### config.mk
export PLATFORM = sky130hd
export DESIGN_NAME = aging_priority_task_picker_core
export DESIGN_NICKNAME = d
export VERILOG_FILES = /design/src/sv/aptp_pkg.sv /design/src/sv/aptp_ctrl.sv /design/src/sv/aptp_dpath.sv /design/src/sv/aging_priority_task_picker_core.sv
export SDC_FILE = /design/constraint.sdc
export NUM_CORES = 1
export LEC_CHECK = 0
export BUFFER_PORTS_ARGS = -buffer_cell sky130_fd_sc_hd__buf_2
export CAP_MARGIN = 20
export CORE_MARGIN = 2
export CORE_UTILIZATION = 50
export DETAILED_ROUTE_END_ITERATION = 8
export PLACE_DENSITY_LB_ADDON = 0.25
export SETUP_SLACK_MARGIN = 0.02
export SYNTH_ARGS = -nofsm -noshare
export SYNTH_HDL_FRONTEND = slang
export SYNTH_SLANG_ARGS = --single-unit
### constraint.sdc
create_clock -name clk_i -period 6.3 [get_ports clk_i]
set_input_delay 1.26 -clock clk_i [delete_from_list [all_inputs] [get_ports clk_i]]
set_output_delay 1.26 -clock clk_i [all_outputs]
set_load 0.01 [all_outputs]
### src/sv/aptp_pkg.sv
// Shared types and constants of the aging priority task picker.
`timescale 1ns / 1ps
`default_nettype none

package aptp_pkg;

  localparam int unsigned MaxTasksDef = 16;
  localparam int unsigned IdW         = 8;
  localparam int unsigned PrioW       = 6;
  localparam int unsigned AgeW        = 8;
  localparam int unsigned LimitW      = 7;
  localparam int unsigned EffW        = 10;

  localparam logic [LimitW-1:0] LimitReset = 7'd20;
  localparam logic [AgeW-1:0]   AgeMax     = 8'hFF;

  typedef enum logic [1:0] {
    CMD_ADD      = 2'd0,
    CMD_REMOVE   = 2'd1,
    CMD_SET_PRIO = 2'd2,
    CMD_PICK     = 2'd3
  } cmd_e;

  typedef enum logic [1:0] {
    ST_OK        = 2'd0,
    ST_FULL      = 2'd1,
    ST_NOT_FOUND = 2'd2,
    ST_NONE      = 2'd3
  } status_e;

  typedef enum logic [3:0] {
    S_IDLE,
    S_ADD,
    S_FIND,
    S_SHINIT,
    S_SHIFT,
    S_PICK,
    S_PSEL,
    S_TAIL,
    S_RESULT
  } state_e;

  typedef struct packed {
    logic [IdW-1:0]          id;
    logic signed [PrioW-1:0] prio;
    logic [AgeW-1:0]         age;
  } entry_t;

  typedef struct packed {
    logic    capture;
    logic    add;
    logic    find;
    logic    set_wr;
    logic    shinit;
    logic    shift;
    logic    pick;
    logic    tail;
    logic    dec_len;
    logic    set_st;
    status_e st;
    logic    load_out;
  } ctl_t;

  typedef struct packed {
    cmd_e op;
    logic full;
    logic match;
    logic scan_done;
    logic found;
    logic out_free;
  } sts_t;

endpackage

`default_nettype wire

### src/sv/aptp_ctrl.sv
// Controller state machine of the aging priority task picker.
`timescale 1ns / 1ps
`default_nettype none

module aptp_ctrl import aptp_pkg::*; (
  input  logic clk_i,
  input  logic rst_ni,
  input  logic in_valid_i,
  output logic in_ready_o,
  input  sts_t sts_i,
  output ctl_t ctl_o
);

  state_e state_q, state_d;

  always_ff @(posedge clk_i or negedge rst_ni) begin
    if (!rst_ni) begin
      state_q <= S_IDLE;
    end else begin
      state_q <= state_d;
    end
  end

  always_comb begin
    state_d = state_q;
    unique case (state_q)
      S_IDLE: begin
        if (in_valid_i) begin
          unique case (sts_i.op)
            CMD_ADD:                 state_d = S_ADD;
            CMD_REMOVE, CMD_SET_PRIO: state_d = S_FIND;
            CMD_PICK:                state_d = S_PICK;
            default:                 state_d = S_ADD;
          endcase
        end
      end
      S_ADD: state_d = S_RESULT;
      S_FIND: begin
        if (sts_i.match) begin
          state_d = (sts_i.op == CMD_SET_PRIO) ? S_RESULT : S_SHINIT;
        end else if (sts_i.scan_done) begin
          state_d = S_RESULT;
        end
      end
      S_SHINIT: state_d = S_SHIFT;
      S_SHIFT: begin
        if (sts_i.scan_done) begin
          state_d = (sts_i.op == CMD_REMOVE) ? S_RESULT : S_TAIL;
        end
      end
      S_PICK: begin
        if (sts_i.scan_done) state_d = S_PSEL;
      end
      S_PSEL:   state_d = sts_i.found ? S_SHINIT : S_RESULT;
      S_TAIL:   state_d = S_RESULT;
      S_RESULT: begin
        if (sts_i.out_free) state_d = S_IDLE;
      end
      default:  state_d = S_IDLE;
    endcase
  end

  always_comb begin
    ctl_o      = '0;
    ctl_o.st   = ST_OK;
    in_ready_o = 1'b0;
    unique case (state_q)
      S_IDLE: begin
        in_ready_o    = 1'b1;
        ctl_o.capture = in_valid_i;
      end
      S_ADD: begin
        ctl_o.add    = !sts_i.full;
        ctl_o.set_st = 1'b1;
        ctl_o.st     = sts_i.full ? ST_FULL : ST_OK;
      end
      S_FIND: begin
        ctl_o.find = 1'b1;
        if (sts_i.match) begin
          ctl_o.set_wr = (sts_i.op == CMD_SET_PRIO);
          ctl_o.set_st = 1'b1;
          ctl_o.st     = ST_OK;
        end else if (sts_i.scan_done) begin
          ctl_o.set_st = 1'b1;
          ctl_o.st     = ST_NOT_FOUND;
        end
      end
      S_SHINIT: ctl_o.shinit = 1'b1;
      S_SHIFT: begin
        ctl_o.shift = 1'b1;
        if (sts_i.scan_done && sts_i.op == CMD_REMOVE) begin
          ctl_o.dec_len = 1'b1;
          ctl_o.set_st  = 1'b1;
          ctl_o.st      = ST_OK;
        end
      end
      S_PICK: ctl_o.pick = 1'b1;
      S_PSEL: begin
        if (!sts_i.found) begin
          ctl_o.set_st = 1'b1;
          ctl_o.st     = ST_NONE;
        end
      end
      S_TAIL: begin
        ctl_o.tail   = 1'b1;
        ctl_o.set_st = 1'b1;
        ctl_o.st     = ST_OK;
      end
      S_RESULT: ctl_o.load_out = sts_i.out_free;
      default: ;
    endcase
  end

endmodule

`default_nettype wire

### src/sv/aptp_dpath.sv
// Datapath of the aging priority task picker: entry memory, scan and output register.
`timescale 1ns / 1ps
`default_nettype none

module aptp_dpath import aptp_pkg::*; #(
  parameter int unsigned MAX_TASKS = MaxTasksDef,
  parameter int unsigned AW        = $clog2(MAX_TASKS),
  parameter int unsigned LW        = $clog2(MAX_TASKS + 1)
) (
  input  logic                     clk_i,
  input  logic                     rst_ni,
  input  logic                     cfg_we_i,
  input  logic [LimitW-1:0]        cfg_wdata_i,
  input  logic [1:0]               cmd_i,
  input  logic [IdW-1:0]           task_id_i,
  input  logic signed [PrioW-1:0]  priority_req_i,
  output logic                     out_valid_o,
  input  logic                     out_ready_i,
  output logic [1:0]               status_o,
  output logic [IdW-1:0]           chosen_id_o,
  output logic [LW-1:0]            ready_count_o,
  input  ctl_t                     ctl_i,
  output sts_t                     sts_o
);

  entry_t mem [MAX_TASKS];

  logic [LimitW-1:0]       limit_q;
  logic [LW-1:0]           len_q;
  cmd_e                    op_q;
  logic [IdW-1:0]          id_q;
  logic signed [PrioW-1:0] prio_q;
  logic [LW-1:0]           rp_q, pp_q, win_q;
  logic                    rv_q, found_q;
  entry_t                  rdata_q;
  logic signed [EffW-1:0]  best_q;
  logic [IdW-1:0]          wid_q;
  logic signed [PrioW-1:0] wpr_q;
  status_e                 res_st_q;
  logic [IdW-1:0]          res_id_q;
  logic                    out_valid_q;
  logic [1:0]              out_st_q;
  logic [IdW-1:0]          out_id_q;
  logic [LW-1:0]           out_cnt_q;

  logic                    scanning, issue, match, better;
  logic signed [EffW-1:0]  eff;
  logic [LW-1:0]           pp_m1, len_m1;
  logic                    we;
  logic [AW-1:0]           waddr;
  entry_t                  wdata;
  logic [AgeW-1:0]         age_inc;

  assign scanning = ctl_i.find | ctl_i.shift | ctl_i.pick;
  assign issue    = scanning && (rp_q < len_q);
  assign match    = rv_q && (rdata_q.id == id_q);
  assign eff      = {{(EffW - PrioW){rdata_q.prio[PrioW-1]}}, rdata_q.prio}
                  - {{(EffW - AgeW){1'b0}}, rdata_q.age};
  assign better   = ctl_i.pick && rv_q && (eff < best_q);
  assign pp_m1    = pp_q - LW'(1);
  assign len_m1   = len_q - LW'(1);
  assign age_inc  = (rdata_q.age == AgeMax) ? rdata_q.age : rdata_q.age + AgeW'(1);

  always_comb begin
    we    = 1'b0;
    waddr = '0;
    wdata = rdata_q;
    priority if (ctl_i.add) begin
      we    = 1'b1;
      waddr = len_q[AW-1:0];
      wdata = '{id: id_q, prio: prio_q, age: '0};
    end else if (ctl_i.set_wr) begin
      we    = 1'b1;
      waddr = pp_q[AW-1:0];
      wdata = '{id: rdata_q.id, prio: prio_q, age: rdata_q.age};
    end else if (ctl_i.shift && rv_q) begin
      we    = 1'b1;
      waddr = pp_m1[AW-1:0];
      wdata = rdata_q;
    end else if (ctl_i.pick && rv_q) begin
      we    = 1'b1;
      waddr = pp_q[AW-1:0];
      wdata = '{id: rdata_q.id, prio: rdata_q.prio, age: age_inc};
    end else if (ctl_i.tail) begin
      we    = 1'b1;
      waddr = len_m1[AW-1:0];
      wdata = '{id: wid_q, prio: wpr_q, age: '0};
    end
  end

  always_ff @(posedge clk_i) begin
    if (we) mem[waddr] <= wdata;
    if (issue) rdata_q <= mem[rp_q[AW-1:0]];
  end

  always_ff @(posedge clk_i or negedge rst_ni) begin
    if (!rst_ni) begin
      limit_q     <= LimitReset;
      len_q       <= '0;
      rp_q        <= '0;
      pp_q        <= '0;
      rv_q        <= 1'b0;
      found_q     <= 1'b0;
      out_valid_q <= 1'b0;
    end else begin
      if (cfg_we_i) limit_q <= cfg_wdata_i;
      if (ctl_i.add) begin
        len_q <= len_q + LW'(1);
      end else if (ctl_i.dec_len) begin
        len_q <= len_m1;
      end
      if (ctl_i.capture) begin
        rp_q <= '0;
      end else if (ctl_i.shinit) begin
        rp_q <= win_q + LW'(1);
      end else if (issue) begin
        rp_q <= rp_q + LW'(1);
      end
      if (issue) pp_q <= rp_q;
      rv_q <= issue;
      if (ctl_i.capture) begin
        found_q <= 1'b0;
      end else if (better) begin
        found_q <= 1'b1;
      end
      if (ctl_i.load_out) begin
        out_valid_q <= 1'b1;
      end else if (out_ready_i) begin
        out_valid_q <= 1'b0;
      end
    end
  end

  always_ff @(posedge clk_i) begin
    if (ctl_i.capture) begin
      op_q     <= cmd_e'(cmd_i);
      id_q     <= task_id_i;
      prio_q   <= priority_req_i;
      best_q   <= {{(EffW - LimitW){limit_q[LimitW-1]}}, limit_q};
      res_id_q <= '0;
    end
    if (ctl_i.find && match) win_q <= pp_q;
    if (better) begin
      best_q <= eff;
      win_q  <= pp_q;
      wid_q  <= rdata_q.id;
      wpr_q  <= rdata_q.prio;
    end
    if (ctl_i.tail) res_id_q <= wid_q;
    if (ctl_i.set_st) res_st_q <= ctl_i.st;
    if (ctl_i.load_out) begin
      out_st_q  <= res_st_q;
      out_id_q  <= res_id_q;
      out_cnt_q <= len_q;
    end
  end

  assign sts_o.op        = ctl_i.capture ? cmd_e'(cmd_i) : op_q;
  assign sts_o.full      = (len_q == LW'(MAX_TASKS));
  assign sts_o.match     = match;
  assign sts_o.scan_done = (rp_q >= len_q);
  assign sts_o.found     = found_q;
  assign sts_o.out_free  = !out_valid_q || out_ready_i;

  assign out_valid_o   = out_valid_q;
  assign status_o      = out_st_q;
  assign chosen_id_o   = out_id_q;
  assign ready_count_o = out_cnt_q;

endmodule

`default_nettype wire

### src/sv/aging_priority_task_picker_core.sv
// Top level of the aging priority task picker.
// Usage: a request (cmd_i, task_id_i, priority_req_i) enters on in_valid_i/in_ready_o;
// one result (status_o, chosen_id_o, ready_count_o) leaves on out_valid_o/out_ready_i
// for every request. cfg_we_i writes select_limit from cfg_wdata_i; the user must
// do so only while idle, which the block does not enforce. One request is worked on
// at a time; in_ready_o is high only in the idle state.
// Work per request, with N entries in the list:
//   add: a direct write; set priority or remove of an unknown id: a scan of the list;
//   remove: a scan, then compaction behind the removed entry;
//   pick: a scan, then with a winner compaction behind it and a move to the tail.
// The entry memory has one read and one write port; scan and compaction move one
// entry per cycle.
// The next request can be accepted in the cycle after the result is loaded.
// The result waits in an output register; a new request is accepted while it
// waits, and the block holds its next result until out_ready_i frees the register.
// Reset empties the list, sets select_limit to 20 and drops any pending result;
// the entry memory is not cleared, only entries below the list length are read.
`timescale 1ns / 1ps
`default_nettype none

module aging_priority_task_picker_core import aptp_pkg::*; #(
  parameter int unsigned MAX_TASKS = MaxTasksDef,
  parameter int unsigned LW        = $clog2(MAX_TASKS + 1)
) (
  input  logic                    clk_i,
  input  logic                    rst_ni,
  input  logic                    cfg_we_i,
  input  logic [LimitW-1:0]       cfg_wdata_i,
  input  logic                    in_valid_i,
  output logic                    in_ready_o,
  input  logic [1:0]              cmd_i,
  input  logic [IdW-1:0]          task_id_i,
  input  logic signed [PrioW-1:0] priority_req_i,
  output logic                    out_valid_o,
  input  logic                    out_ready_i,
  output logic [1:0]              status_o,
  output logic [IdW-1:0]          chosen_id_o,
  output logic [LW-1:0]           ready_count_o
);

  ctl_t ctl;
  sts_t sts;

  aptp_ctrl u_ctrl (
    .clk_i      (clk_i),
    .rst_ni     (rst_ni),
    .in_valid_i (in_valid_i),
    .in_ready_o (in_ready_o),
    .sts_i      (sts),
    .ctl_o      (ctl)
  );

  aptp_dpath #(
    .MAX_TASKS (MAX_TASKS),
    .AW        ($clog2(MAX_TASKS)),
    .LW        (LW)
  ) u_dpath (
    .clk_i          (clk_i),
    .rst_ni         (rst_ni),
    .cfg_we_i       (cfg_we_i),
    .cfg_wdata_i    (cfg_wdata_i),
    .cmd_i          (cmd_i),
    .task_id_i      (task_id_i),
    .priority_req_i (priority_req_i),
    .out_valid_o    (out_valid_o),
    .out_ready_i    (out_ready_i),
    .status_o       (status_o),
    .chosen_id_o    (chosen_id_o),
    .ready_count_o  (ready_count_o),
    .ctl_i          (ctl),
    .sts_o          (sts)
  );

  a_one_at_a_time: assert property (@(posedge clk_i) disable iff (!rst_ni)
    in_valid_i && in_ready_o |=> !in_ready_o)
    else $error("request accepted while another is in progress");

  a_chosen_zero: assert property (@(posedge clk_i) disable iff (!rst_ni)
    out_valid_o && (status_o != ST_OK) |-> chosen_id_o == '0)
    else $error("chosen id set on a failed command");

  a_full_count: assert property (@(posedge clk_i) disable iff (!rst_ni)
    out_valid_o && (status_o == ST_FULL) |-> ready_count_o == LW'(MAX_TASKS))
    else $error("table full reported below capacity");

  a_count_range: assert property (@(posedge clk_i) disable iff (!rst_ni)
    out_valid_o |-> ready_count_o <= LW'(MAX_TASKS))
    else $error("ready count beyond capacity");

endmodule

`default_nettype wire

== Word-level counts from Yosys, hierarchy flattened ==
Memory sizes are Yosys's and may differ from the RTL's. A register that Yosys moved wholly into a read port is not among the register bits.
Cells that the tools add are included.

* Reductions and logical operators: 21
* Muxes and demuxes: 62
* Magnitude comparators: 3
* Bitwise gates (word level): 2
* Equal/unequal tests: 19
* $add $sub $neg: 7

{| class="wikitable"
|+ Operator list
! cell !! number
|-
| $mux 22 || 5
|-
| $mux 4 || 15
|-
| $mux 5 || 7
|-
| $pmux 4 s8 || 1
|-
| $mux 8 || 3
|-
| $mux 1 || 22
|-
| $mux 10 || 2
|-
| $eq 4x3->1 const B || 4
|-
| $add 5x1->5 const B || 3
|-
| $pmux 3 s5 || 1
|-
| $pmux 4 s3 || 1
|-
| $lt 10x10->1 || 1
|-
| $reduce_bool 2->1 || 5
|-
| $sub 6x9->10 || 1
|-
| $mux 3 || 3
|-
| $add 8x1->8 const B || 1
|-
| $eq 4x2->1 const B || 2
|-
| $eq 8x8->1 || 1
|-
| $eq 8x8->1 const B || 1
|-
| $logic_and 1x1->1 || 7
|-
| $ne 2x1->1 const B || 3
|-
| $eq 5x5->1 const B || 1
|-
| $ge 5x5->1 || 1
|-
| $lt 5x5->1 || 1
|-
| other kinds (17) || 22
|}

* Memories kept: 1
* Register bits: 99
* Memory bits (writable): 352
* Output and inout bits: 17
* Logic and storage cells: 135
* Input bits: 28

{| class="wikitable"
|+ Memory list
! memory !! depth !! bits a word !! read ports !! clocked after Yosys merged registers in !! write ports !! line !! text
|-
| u_dpath.mem || 16 || 22 || 1 || 1 || 1 || aptp_dpath.sv:26 || <nowiki>entry_t mem [MAX_TASKS];</nowiki>
|}

== Depth between registers and ports, before layout ==
Gate-level depths: netlist of run 1.

* Word-level depth: 12
* Mapped depth: 16
* Mapped depth without buffers: 15

== Modules after synthesis ==
From an unflattened synthesis of run 1, not the netlist that was laid out.

* Cells, all modules: 1085
* Area, all modules: 19819.0 um2

{| class="wikitable"
|+ Modules (own cells, without submodules)
! module !! seq. area each (um2) !! times used !! cells each !! area an instance (um2)
|-
| aptp_dpath || 13940.9 || 1 || 1013 || 19252.2
|-
| aptp_ctrl || 100.1 || 1 || 72 || 566.8
|}

== Worst setup path before layout of run 1 ==
OpenSTA, ideal clock, no wires.

* Path type: register to register
* Start point: reg u_ctrl.state_q[2]
* End point: mem u_dpath.mem[10][0] (netlist bit), enable pin
* Path buffers: 2
* Required time: 5.871 ns
* Period minus slack after synthesis: 5.171 ns
* Library setup time: 0.429 ns
* Setup slack: 1.129 ns
* Cell stages (with the launch flop): 13
* Arrival: 4.743 ns
* Path through: dfrtp_1 > buf_2 > buf_2 > nor4_1 > nand2_1 > inv_1 > mux2i_1 > ha_1 > and2_1 > nand4_4 > a21o_1 > and2_1 > nor3_1

{| class="wikitable"
|+ RTL lines
! element !! line !! text
|-
| from (decl) || aptp_ctrl.sv:14 || <nowiki>state_e state_q, state_d;</nowiki>
|-
| from (signal assigned) || aptp_ctrl.sv:20 || <nowiki>state_q <= state_d;</nowiki>
|-
| to (decl) || aptp_dpath.sv:26 ||
|}

==> results of run 1 <==
==> worst max path at each step <==
stage                                     to  slack, ns  cells past startpoint
final                     u_dpath.mem[5][21]       1.62                     11
after CTS                  u_dpath.mem[2][5]       1.57                     11
after floorplan           u_dpath.mem[10][0]       1.13                     12
after global placement     u_dpath.mem[2][1]       1.67                     11
after global routing       u_dpath.mem[5][5]       1.21                     11
after detailed placement   u_dpath.mem[2][3]       1.60                     11
==> sequential cells by signal (all words and copies together), names as in the netlist <==
register               cells
u_dpath.mem              352
u_dpath.rdata_q           22
u_dpath.best_q            10
u_dpath.chosen_id_o        8
u_dpath.id_q               8
u_dpath.res_id_q           8
u_dpath.wid_q              8
u_dpath.limit_q            7
u_dpath.prio_q             6
u_dpath.wpr_q              6
u_dpath.len_q              5
u_dpath.pp_q               5
u_dpath.ready_count_o      5
u_dpath.rp_q               5
u_dpath.win_q              5
u_ctrl.state_q             4
u_dpath.op_q               2
u_dpath.res_st_q           2
u_dpath.status_o           2
u_dpath.found_q            1
u_dpath.out_valid_o        1
u_dpath.rv_q               1
==> worst max-delay path: stages (launching register included) <==
cell and delay [ns]:
dfrtp_1 0.73, nor4_1 0.52, nand2_1 0.30, inv_1 0.19, mux2i_1 0.25, ha_1 0.22, and2_1 0.26, nand4_4 0.22
a21oi_1 0.30, o221ai_1 0.29, nor2_2 0.71, buf_4 0.37
==> routing by layer <==
metal	vias up	global-route usage	routed length (um)
li1	4448	-	-
met1	5256	0.296	18300
met2	338	0.336	20100
met3	60	0.0324	2480
met4	0	0.0579	817
met5	-	0	0
==> cells by family (layout without fill, tap and decap cells) <==
family / after synthesis / count (layout)
flip-flops: 473 / 473
AND/OR/NAND/NOR: 183 / 183
multiplexers: 136 / 136
AO/OA/AOI/OAI: 119 / 119
buffers and inverters: 89 / 219
adder cells (fa/ha/maj): 32 / 32
XOR/XNOR: 27 / 27
==> power groups by stage <==
stage                     clock, mW  combinational (mW)  sequential [mW]
after CTS                      3.00                3.34             4.73
after detailed placement          0                3.33             4.79
after global placement            0                3.23             4.78
after global routing           3.11                3.70             4.76
final                          2.94                3.38             4.72
after floorplan                   0                2.38             4.61
==> stage by stage <==
stage / utilization / std cells
after floorplan: - / 1059
after global placement: 0.533 / 1609
after detailed placement: 0.534 / 1614
after CTS: 0.576 / 1699
after global routing: 0.578 / 1707
final: 0.578 / 1707
==> placed cells by master (no fill, tap or decap), types with 7 or more instances in the layout <==
cell type,netlist,routed
mux4_2,110,110
edfxtp_1,442,442
and2_1,13,13
buf_4,0,47
a31oi_1,7,7
nand2_1,46,46
o21ai_0,27,26
inv_1,41,41
nand2b_1,7,7
buf_2,14,44
bufinv_16,0,9
nor3_2,3,7
a21oi_1,33,33
dfrtp_1,27,24
clkinv_2,0,8
nor3_1,17,11
nor2_1,38,30
nor2_2,0,8
xnor2_1,15,15
clkbuf_16,0,48
xor2_1,12,12
ha_1,31,31
nand3_1,15,15
clkbuf_1,19,11
mux2_2,18,18
==> area by class of cell <==
type / instances / area, sq um / share of cell area
repair buffers: 93 / 594 / 0.0266
flip-flops and latches: 473 / 14000 / 0.628
inverters: 41 / 154 / 0.00688
clock inverters: 25 / 369 / 0.0165
well taps: 518 / 648 / 0.0290
clock buffers: 60 / 1260 / 0.0561
multi-input cells: 497 / 5300 / 0.237
==> impl_metrics.toml, run 1 <==
[clock_tree]
cts_resized = 0
cts_sinks = 473
cts_tree = "built"
htree_num_levels = 2
path_clk_slew_ns = 0.06
clk_path_buf_depth = 3
cts_root_buf = "clkbuf_16"
post-cts-setup-buffer-count = 0
cts_buffers = 47
clk_latency_ns = 0.58
postCtsHoldBufs = 0

[finish]
final_cell_area_sq_mm = 0.0224
area_delta_synth_final_pct = 14.0
diodes = 0
drive_above_1_share = 0.279
nets = 1213
fill_cells = 2852

[sta]
worst_pin_slew_ns = 1.06
relSlewSlack = 0.291
max_freq_ghz = 0.214
finalSetupViolations = 0
fin_crit_sh = 0.743
rsz0062_at_grt = "false"
fin_setup_tns_ns = 0
setup_ws_ns = 1.62
hold_ws_ns = 0.419
period_needed_ns = 4.68
slew_viol_final = 0
skew_ns = 0.0111
final-hold-violation-count = 0

[placed_design]
pre_cts_slack_ns = 1.60
hpwlAfterDp_mm = 25.3
io_buffers = 44
globalplace.congestion = 0.821
placedInstanceArea_sq_mm = 0.0207

[flow_run]
drv_cap = 0

[floorplanning]
rows = 72
die_height_um = 202
start_util = 0.507
io_pins = 45
die_x_um = 202
coreArea_sq_mm = 0.0387
dieArea_sq_mm = 0.0409

[logic_synthesis]
syn_area_sq_mm = 0.0196
synth_top_area_cell = "edfxtp_1"
synth_fa_ha_area_frac = 0.0208
yosys_warnings = 0
synth_top_area_share = 0.676
synthTopCellsByArea = "edfxtp_1, mux4_2, dfrtp_1, ha_1, mux2_2"
synth_top_family_by_area = "multiplexers"
ys_ff_latch = 473
synth_compound_area_frac = 0.0413
synth_edf_count = 442
netlist_top_cells_count = "edfxtp_1, mux4_2, nand2_1"
postSynthAreaPerCell_sq_um = 18.5
synth_nets = 1119
ys_seq_area_frac = 0.715
async_reset_ff_frac = 0.0613
yosysUniqueCellTypes = 81
yosys.area_share.xor_xnor = 0.0120
yosysMostFrequentCell = "edfxtp_1"
synth_mux_area_frac = 0.141
syn_inst = 1059
synth-main-ff-cell = "edfxtp_1"
synth-simple-area-share = 0.0515

[global_routing]
grt_max_degree = 66
grt_pass1_wl_mm = 62.8
grt_pass1_vias = 10000
antenna_found_initial = 0
gr-total-overflow = 0
grt.total_usage = 0.207

[power_and_ir_drop]
cellLeakagePower_nw = 7.46
ir_drop_mv = 0.212
p_per_area_mw_per_mm2 = 493
seq_power_share = 0.427
netSwitchingPower_mw = 3.46
p_clk_frac = 0.266
internal_power_mw = 7.58
swShare = 0.313
p_comb_frac = 0.306
finalPower_mw = 11.0

[critical_path]
setup.worst_path.start = "u_ctrl.state_q[2]"
cp-end-kind = "flop"
start_kind = "flop"
crit_arrival_ns = 4.95
rr_worst_depth = 11
required_ns = 6.56
path_max_fanout = 31
reg2reg_from = "u_ctrl.state_q[2]"
path_class = "flop to flop"
rrSetupSlack_ns = 1.62
timing.rr.end = "u_dpath.mem[5][21]"

[route]
wl_per_cell_um = 24.4
drtIter0Drc = 843
vias_per_cell = 5.92
drcViolationCount = 0
drtPass1Iterations = 7
vias = 10100
postRouteWirelength_mm = 41.7
ant_nets = 0

[min_path]
min_path_cells = 0
hp-start = "u_dpath.res_id_q[6]"
whs_endpoint = "u_dpath.chosen_id_o[6]"
hp-class = "flop to flop"

[outcome]
status = "completed"
Power figures use the tool's default switching activity.
==> run 2, diff against run 1 <==
- clock period: 6.3 -> 3.95 ns (I/O delays scaled with it)
==> run 2 against run 1 <==
Register-to-register slack lost 1.4 ns. Sequential share of layout area shrank 0.80 points. Non-clock buffer count grew 12. Via count shrank 0.87%. Count of clock-buffer cells in the layout is the same. Setup slack lost 1.4 ns. Clock power grew 46%. Critical path depth grew 4. Fmax grew 25%. Global-route usage grew 0.18 points. Critical path type unchanged. Largest cell class unchanged. Largest power group unchanged.
==> impl_metrics.toml, run 2 (same netlist as run 1, synthesis figures left out) <==
[outcome]
status = "completed"

[route]
wl_per_cell_um = 24.1
drtPass1Iterations = 5
vias_per_cell = 5.82
postRouteWirelength_mm = 41.4
vias = 10000
ant_nets = 0
drtIter0Drc = 890
drcViolationCount = 0

[global_routing]
grt_pass1_vias = 10100
gr-total-overflow = 0
antenna_found_initial = 0
grt_max_degree = 90
grt_pass1_wl_mm = 63.3
grt.total_usage = 0.209

[placed_design]
io_buffers = 44
globalplace.congestion = 0.816
pre_cts_slack_ns = -0.0129
hpwlAfterDp_mm = 24.3

[clock_tree]
clk_path_buf_depth = 3
cts_buffers = 47
htree_num_levels = 2
cts_tree = "built"
cts_sinks = 473
cts_root_buf = "clkbuf_16"
clk_latency_ns = 0.59
path_clk_slew_ns = 0.06
postCtsHoldBufs = 0

[sta]
hold_ws_ns = 0.264
worst_pin_slew_ns = 0.723
setup_ws_ns = 0.210
skew_ns = 0.0200
fin_crit_sh = 0.947
max_freq_ghz = 0.267
slew_viol_final = 0
finalSetupViolations = 0
relSlewSlack = 0.518
rsz0062_at_grt = "false"
period_needed_ns = 3.74
final-hold-violation-count = 0

[finish]
fill_cells = 2850
multi_input_comb_area_sq_mm = 0.00540
diodes = 0
final_cell_mix = "edfxtp_1, mux4_2, clkbuf_16, nand2_1, buf_2"
final_common_cell = "edfxtp_1"
area_delta_synth_final_pct = 15.4
largest_reg_flops = 352
regArea_sq_mm = 0.0140
regMostFlops = "u_dpath.mem"
drive_above_1_share = 0.289
nets = 1225
largestRegisters = "u_dpath.mem: 352 flops, u_dpath.rdata_q: 22 flops, u_dpath.best_q: 10 flops"

[critical_path]
start_kind = "flop"
crit_chain = "inv_1, ha_1, inv_1, fa_2, a21o_1, nand2_1, a211oi_1, o41ai_2, xnor2_1, ha_1, or4b_4, a311oi_2, o21a_2, clkbuf_16, mux2_1"
cp-end-kind = "flop"
slowest_delay_ns = 0.53
path_max_fanout = 7
required_ns = 4.28
crit_arrival_ns = 4.07
rrSetupSlack_ns = 0.21
crit_buf_inv = 3
path_class = "flop to flop"
cpMaxStageDelayCell = "or4b_4"
cp_top_family = "compound AO/OA/AOI/OAI gates"

[floorplanning]
io_pins = 45
coreArea_sq_mm = 0.0387
start_util = 0.507
die_x_um = 202
dieArea_sq_mm = 0.0409
die_height_um = 202
rows = 72

[power_and_ir_drop]
p_per_area_mw_per_mm2 = 766
seq_power_share = 0.425
internal_power_mw = 11.8
netSwitchingPower_mw = 5.55
p_comb_frac = 0.328
p_clk_frac = 0.246
swShare = 0.319
cellLeakagePower_nw = 7.56
ir_drop_mv = 0.434

[min_path]
hp-class = "input port to async pin"

[flow_run]
drv_cap = 0
run 2: timing repair:
item,in CTS,in global routing
endpoints found under the setup margin,23,32
buffers inserted,0,4
resized for setup,1,7
gates cloned,0,1
pin swaps,0,3
run 2: power by group through the flow:
| stage | sequential, mW | clock (mW) | combinational, mW |
|---|---|---|---|
| final | 7.38 | 4.28 | 5.70 |
| after global routing | 7.45 | 4.57 | 6.29 |
| after CTS | 7.40 | 4.37 | 5.63 |
| after detailed placement | 7.49 | 0 | 5.59 |
| after global placement | 7.46 | 0 | 5.49 |
| after floorplan | 7.35 | 0 | 3.88 |
run 2: path summary, 6_finish.rpt:
| kind | start | to | cells after the start |
|---|---|---|---|
| max reg2reg | u_dpath.rdata_q[8] | u_dpath.best_q[6] | 15 |
| max in group asynchronous | rst_ni | u_dpath.rp_q[1] | 1 |
| min reg2reg | u_dpath.res_id_q[6] | u_dpath.chosen_id_o[6] | 0 |
| min | rst_ni | u_dpath.rp_q[4] | 1 |
| max | u_dpath.rdata_q[8] | u_dpath.best_q[6] | 15 |
| min in group clk_i | priority_req_i[1] | u_dpath.prio_q[1] | 1 |
run 2: cell type report:
class	instances	share of cell area
Timing Repair Buffer	105	0.0409
Tap cell	518	0.0286
Clock buffer	60	0.0545
Clock inverter	28	0.0109
Sequential cell	473	0.620
Inverter	41	0.00696
Multi-Input combinational cell	497	0.238
run 2: through the flow:
| stage | power [mW] | setup TNS (ns) | util | instance area [sq um] | std cells |
|---|---|---|---|---|---|
| after floorplan | 11.2 | 0 | - | 19800 | 1059 |
| after global placement | 13.0 | 0 | 0.544 | 21100 | 1626 |
| after detailed placement | 13.1 | -0.118 | 0.544 | 21100 | 1626 |
| final | 17.4 | 0 | 0.585 | 22700 | 1722 |
| after CTS | 17.4 | 0 | 0.582 | 22600 | 1714 |
| after global routing | 18.3 | 0 | 0.585 | 22700 | 1722 |
run 2: routing by layer:
| metal | up-vias | GRT usage | wire length (um) |
|---|---|---|---|
| met1 | 5171 | 0.299 | 18300 |
| met3 | 54 | 0.0358 | 2380 |
| met4 | 0 | 0.0508 | 799 |
| li1 | 4488 | - | - |
| met2 | 301 | 0.340 | 20000 |
| met5 | - | 0 | 0 |
==> run 3, diff against run 2 <==
- GPL_TIMING_DRIVEN: not set -> 0
==> run 3 against run 2 <==
Fmax decreased by 2.4%. First-iteration DRC count increased by 28%. Power increased by 1.9%. Non-clock buffer count increased by 64. Critical path depth unchanged. Worst hold slack improved by 0.018 ns. Clock skew increased by 0.0028 ns. Core utilization increased by 2.1 points. Global-route usage increased by 2.6 points. Sequential power about the same. Combinational power increased by 7.9%. Clock power decreased by 3%.
==> impl_metrics.toml, run 3 (same netlist as run 1, synthesis figures left out) <==
[clock_tree]
path_clk_slew_ns = 0.06
htree_num_levels = 2
cts_buffers = 49
cts_root_buf = "clkbuf_16"
postCtsHoldBufs = 0
cts_tree = "built"
clk_path_buf_depth = 3
cts_sinks = 473
clk_latency_ns = 0.59

[sta]
worst_pin_slew_ns = 1.07
skew_ns = 0.0228
final-hold-violation-count = 0
max_freq_ghz = 0.261
relSlewSlack = 0.281
fin_setup_tns_ns = 0
slew_viol_final = 0
finalSetupViolations = 0
rsz0062_at_grt = "true"
period_needed_ns = 3.83
hold_ws_ns = 0.282
fin_crit_sh = 0.970

[power_and_ir_drop]
p_per_area_mw_per_mm2 = 754
internal_power_mw = 11.9
ir_drop_mv = 0.463
netSwitchingPower_mw = 5.83
p_comb_frac = 0.347
swShare = 0.329
cellLeakagePower_nw = 7.88
p_clk_frac = 0.235
seq_power_share = 0.418

[global_routing]
gr-total-overflow = 0
antenna_found_initial = 0
grt_pass1_wl_mm = 69.8
grt.total_usage = 0.235
grt_pass1_vias = 10900
grt_max_degree = 30

[floorplanning]
dieArea_sq_mm = 0.0409
coreArea_sq_mm = 0.0387
rows = 72
io_pins = 45
die_x_um = 202
die_height_um = 202
start_util = 0.507

[outcome]
status = "completed"

[critical_path]
required_ns = 4.27
cp-end-kind = "flop"
start_kind = "flop"
rr_worst_depth = 15
path_class = "flop to flop"
path_max_fanout = 5
crit_arrival_ns = 4.15

[route]
wl_per_cell_um = 26.3
drtPass1Iterations = 5
drcViolationCount = 0
vias_per_cell = 6.06
drtIter0Drc = 1136
vias = 10900
postRouteWirelength_mm = 47.1
ant_nets = 0

[finish]
nets = 1300
final_cell_mix = "edfxtp_1, mux4_2, buf_2, clkbuf_16, nand2_1"
fill_cells = 2782
final_cell_area_sq_mm = 0.0235
drive_above_1_share = 0.322
final_common_cell = "edfxtp_1"
regMostFlops = "u_dpath.mem"
largest_reg_flops = 352
area_delta_synth_final_pct = 19.6
largestRegisters = "u_dpath.mem: 352 flops, u_dpath.rdata_q: 22 flops, u_dpath.best_q: 10 flops"

[placed_design]
globalplace.congestion = 0.843
placedInstanceArea_sq_mm = 0.0210
hpwlAfterDp_mm = 28.4
io_buffers = 43

[flow_run]
drv_cap = 0

[min_path]
hp-class = "input port to async pin"
[run 3: cell count changes in the layout (fill, tap and decap cells not counted), sizes merged]
| cell | before | now |
|---|---|---|
| diode | 0 | 1 |
| clkinvlp | 4 | 1 |
| clkbuf | 62 | 79 |
| bufbuf | 0 | 1 |
| buf | 103 | 148 |
| nor2 | 39 | 47 |
| or2 | 4 | 5 |
| clkinv | 19 | 21 |
| bufinv | 3 | 1 |
[run 3: area by class of cell]
class                   instances  area (sq um)  share of cell area
flip-flops and latches        473         14000               0.598
multi-input cells             506          5720               0.244
repair buffers                122          1270              0.0541
clock buffers                  59          1260              0.0538
well taps                     518           648              0.0276
plain buffers                  47           219             0.00933
inverters                      41           158             0.00671
clock inverters                25           151             0.00645
diodes                          1          2.50            0.000107
[run 3: per-stage QoR]
stage          worst slack [ns]  instances   util  total power, mW
3_3_place_gp              -1.41       1620  0.533             12.7
6_report                  0.119       1792  0.606             17.7
5_1_grt                 -0.0451       1791  0.606             18.5
4_1_cts                  0.0296       1780  0.601             17.5
3_5_place_dp              -1.17       1641  0.542             13.1
2_1_floorplan            0.0765       1059      -             11.2
[run 3: power groups by stage]
stage	logic (mW)	clock network, mW	registers (mW)
3_5_place_dp	5.60	0	7.49
3_3_place_gp	5.24	0	7.51
4_1_cts	5.92	4.23	7.39
5_1_grt	6.66	4.42	7.46
2_1_floorplan	3.88	0	7.35
6_report	6.15	4.16	7.40
[run 3: path summary, 6_finish.rpt]
path / slack [ns] / endpoint / start
min in group clk_i: 0.38 / u_dpath.prio_q[4] / priority_req_i[4]
max in group asynchronous: 3.18 / u_dpath.limit_q[5] / rst_ni
hold / removal: 0.28 / u_ctrl.state_q[0] / rst_ni
setup / recovery: 0.12 / u_dpath.best_q[8] / u_dpath.rdata_q[8]
setup reg to reg: 0.12 / u_dpath.best_q[8] / u_dpath.rdata_q[8]
hold reg to reg: 0.42 / u_dpath.status_o[0] / u_dpath.res_st_q[0]
[run 3: critical path, stage by stage (launching register included)]
cell      delay [ns]
edfxtp_1        0.45
inv_2           0.12
ha_4            0.13
inv_2           0.03
fa_2            0.34
a21o_1          0.19
nand2_2         0.07
a211oi_2        0.08
o41ai_2         0.33
xnor2_1         0.16
ha_2            0.21
or4b_4          0.52
a311oi_2        0.19
o21a_2          0.27
buf_12          0.15
mux2_2          0.33
[run 3: per-layer routing]
metal / up-vias / GRT usage / wire length (um)
met2: 462 / 0.382 / 22600
met3: 108 / 0.0506 / 3720
li1: 4653 / - / -
met1: 5634 / 0.315 / 18900
met4: 0 / 0.0912 / 1860
met5: - / 0 / 0
[run 3: what timing repair did]
item,CTS,global route
gates cloned,9,2
pin swaps,30,5
endpoints found under the setup margin,488,479
buffers inserted,46,5
gates resized for setup,39,29
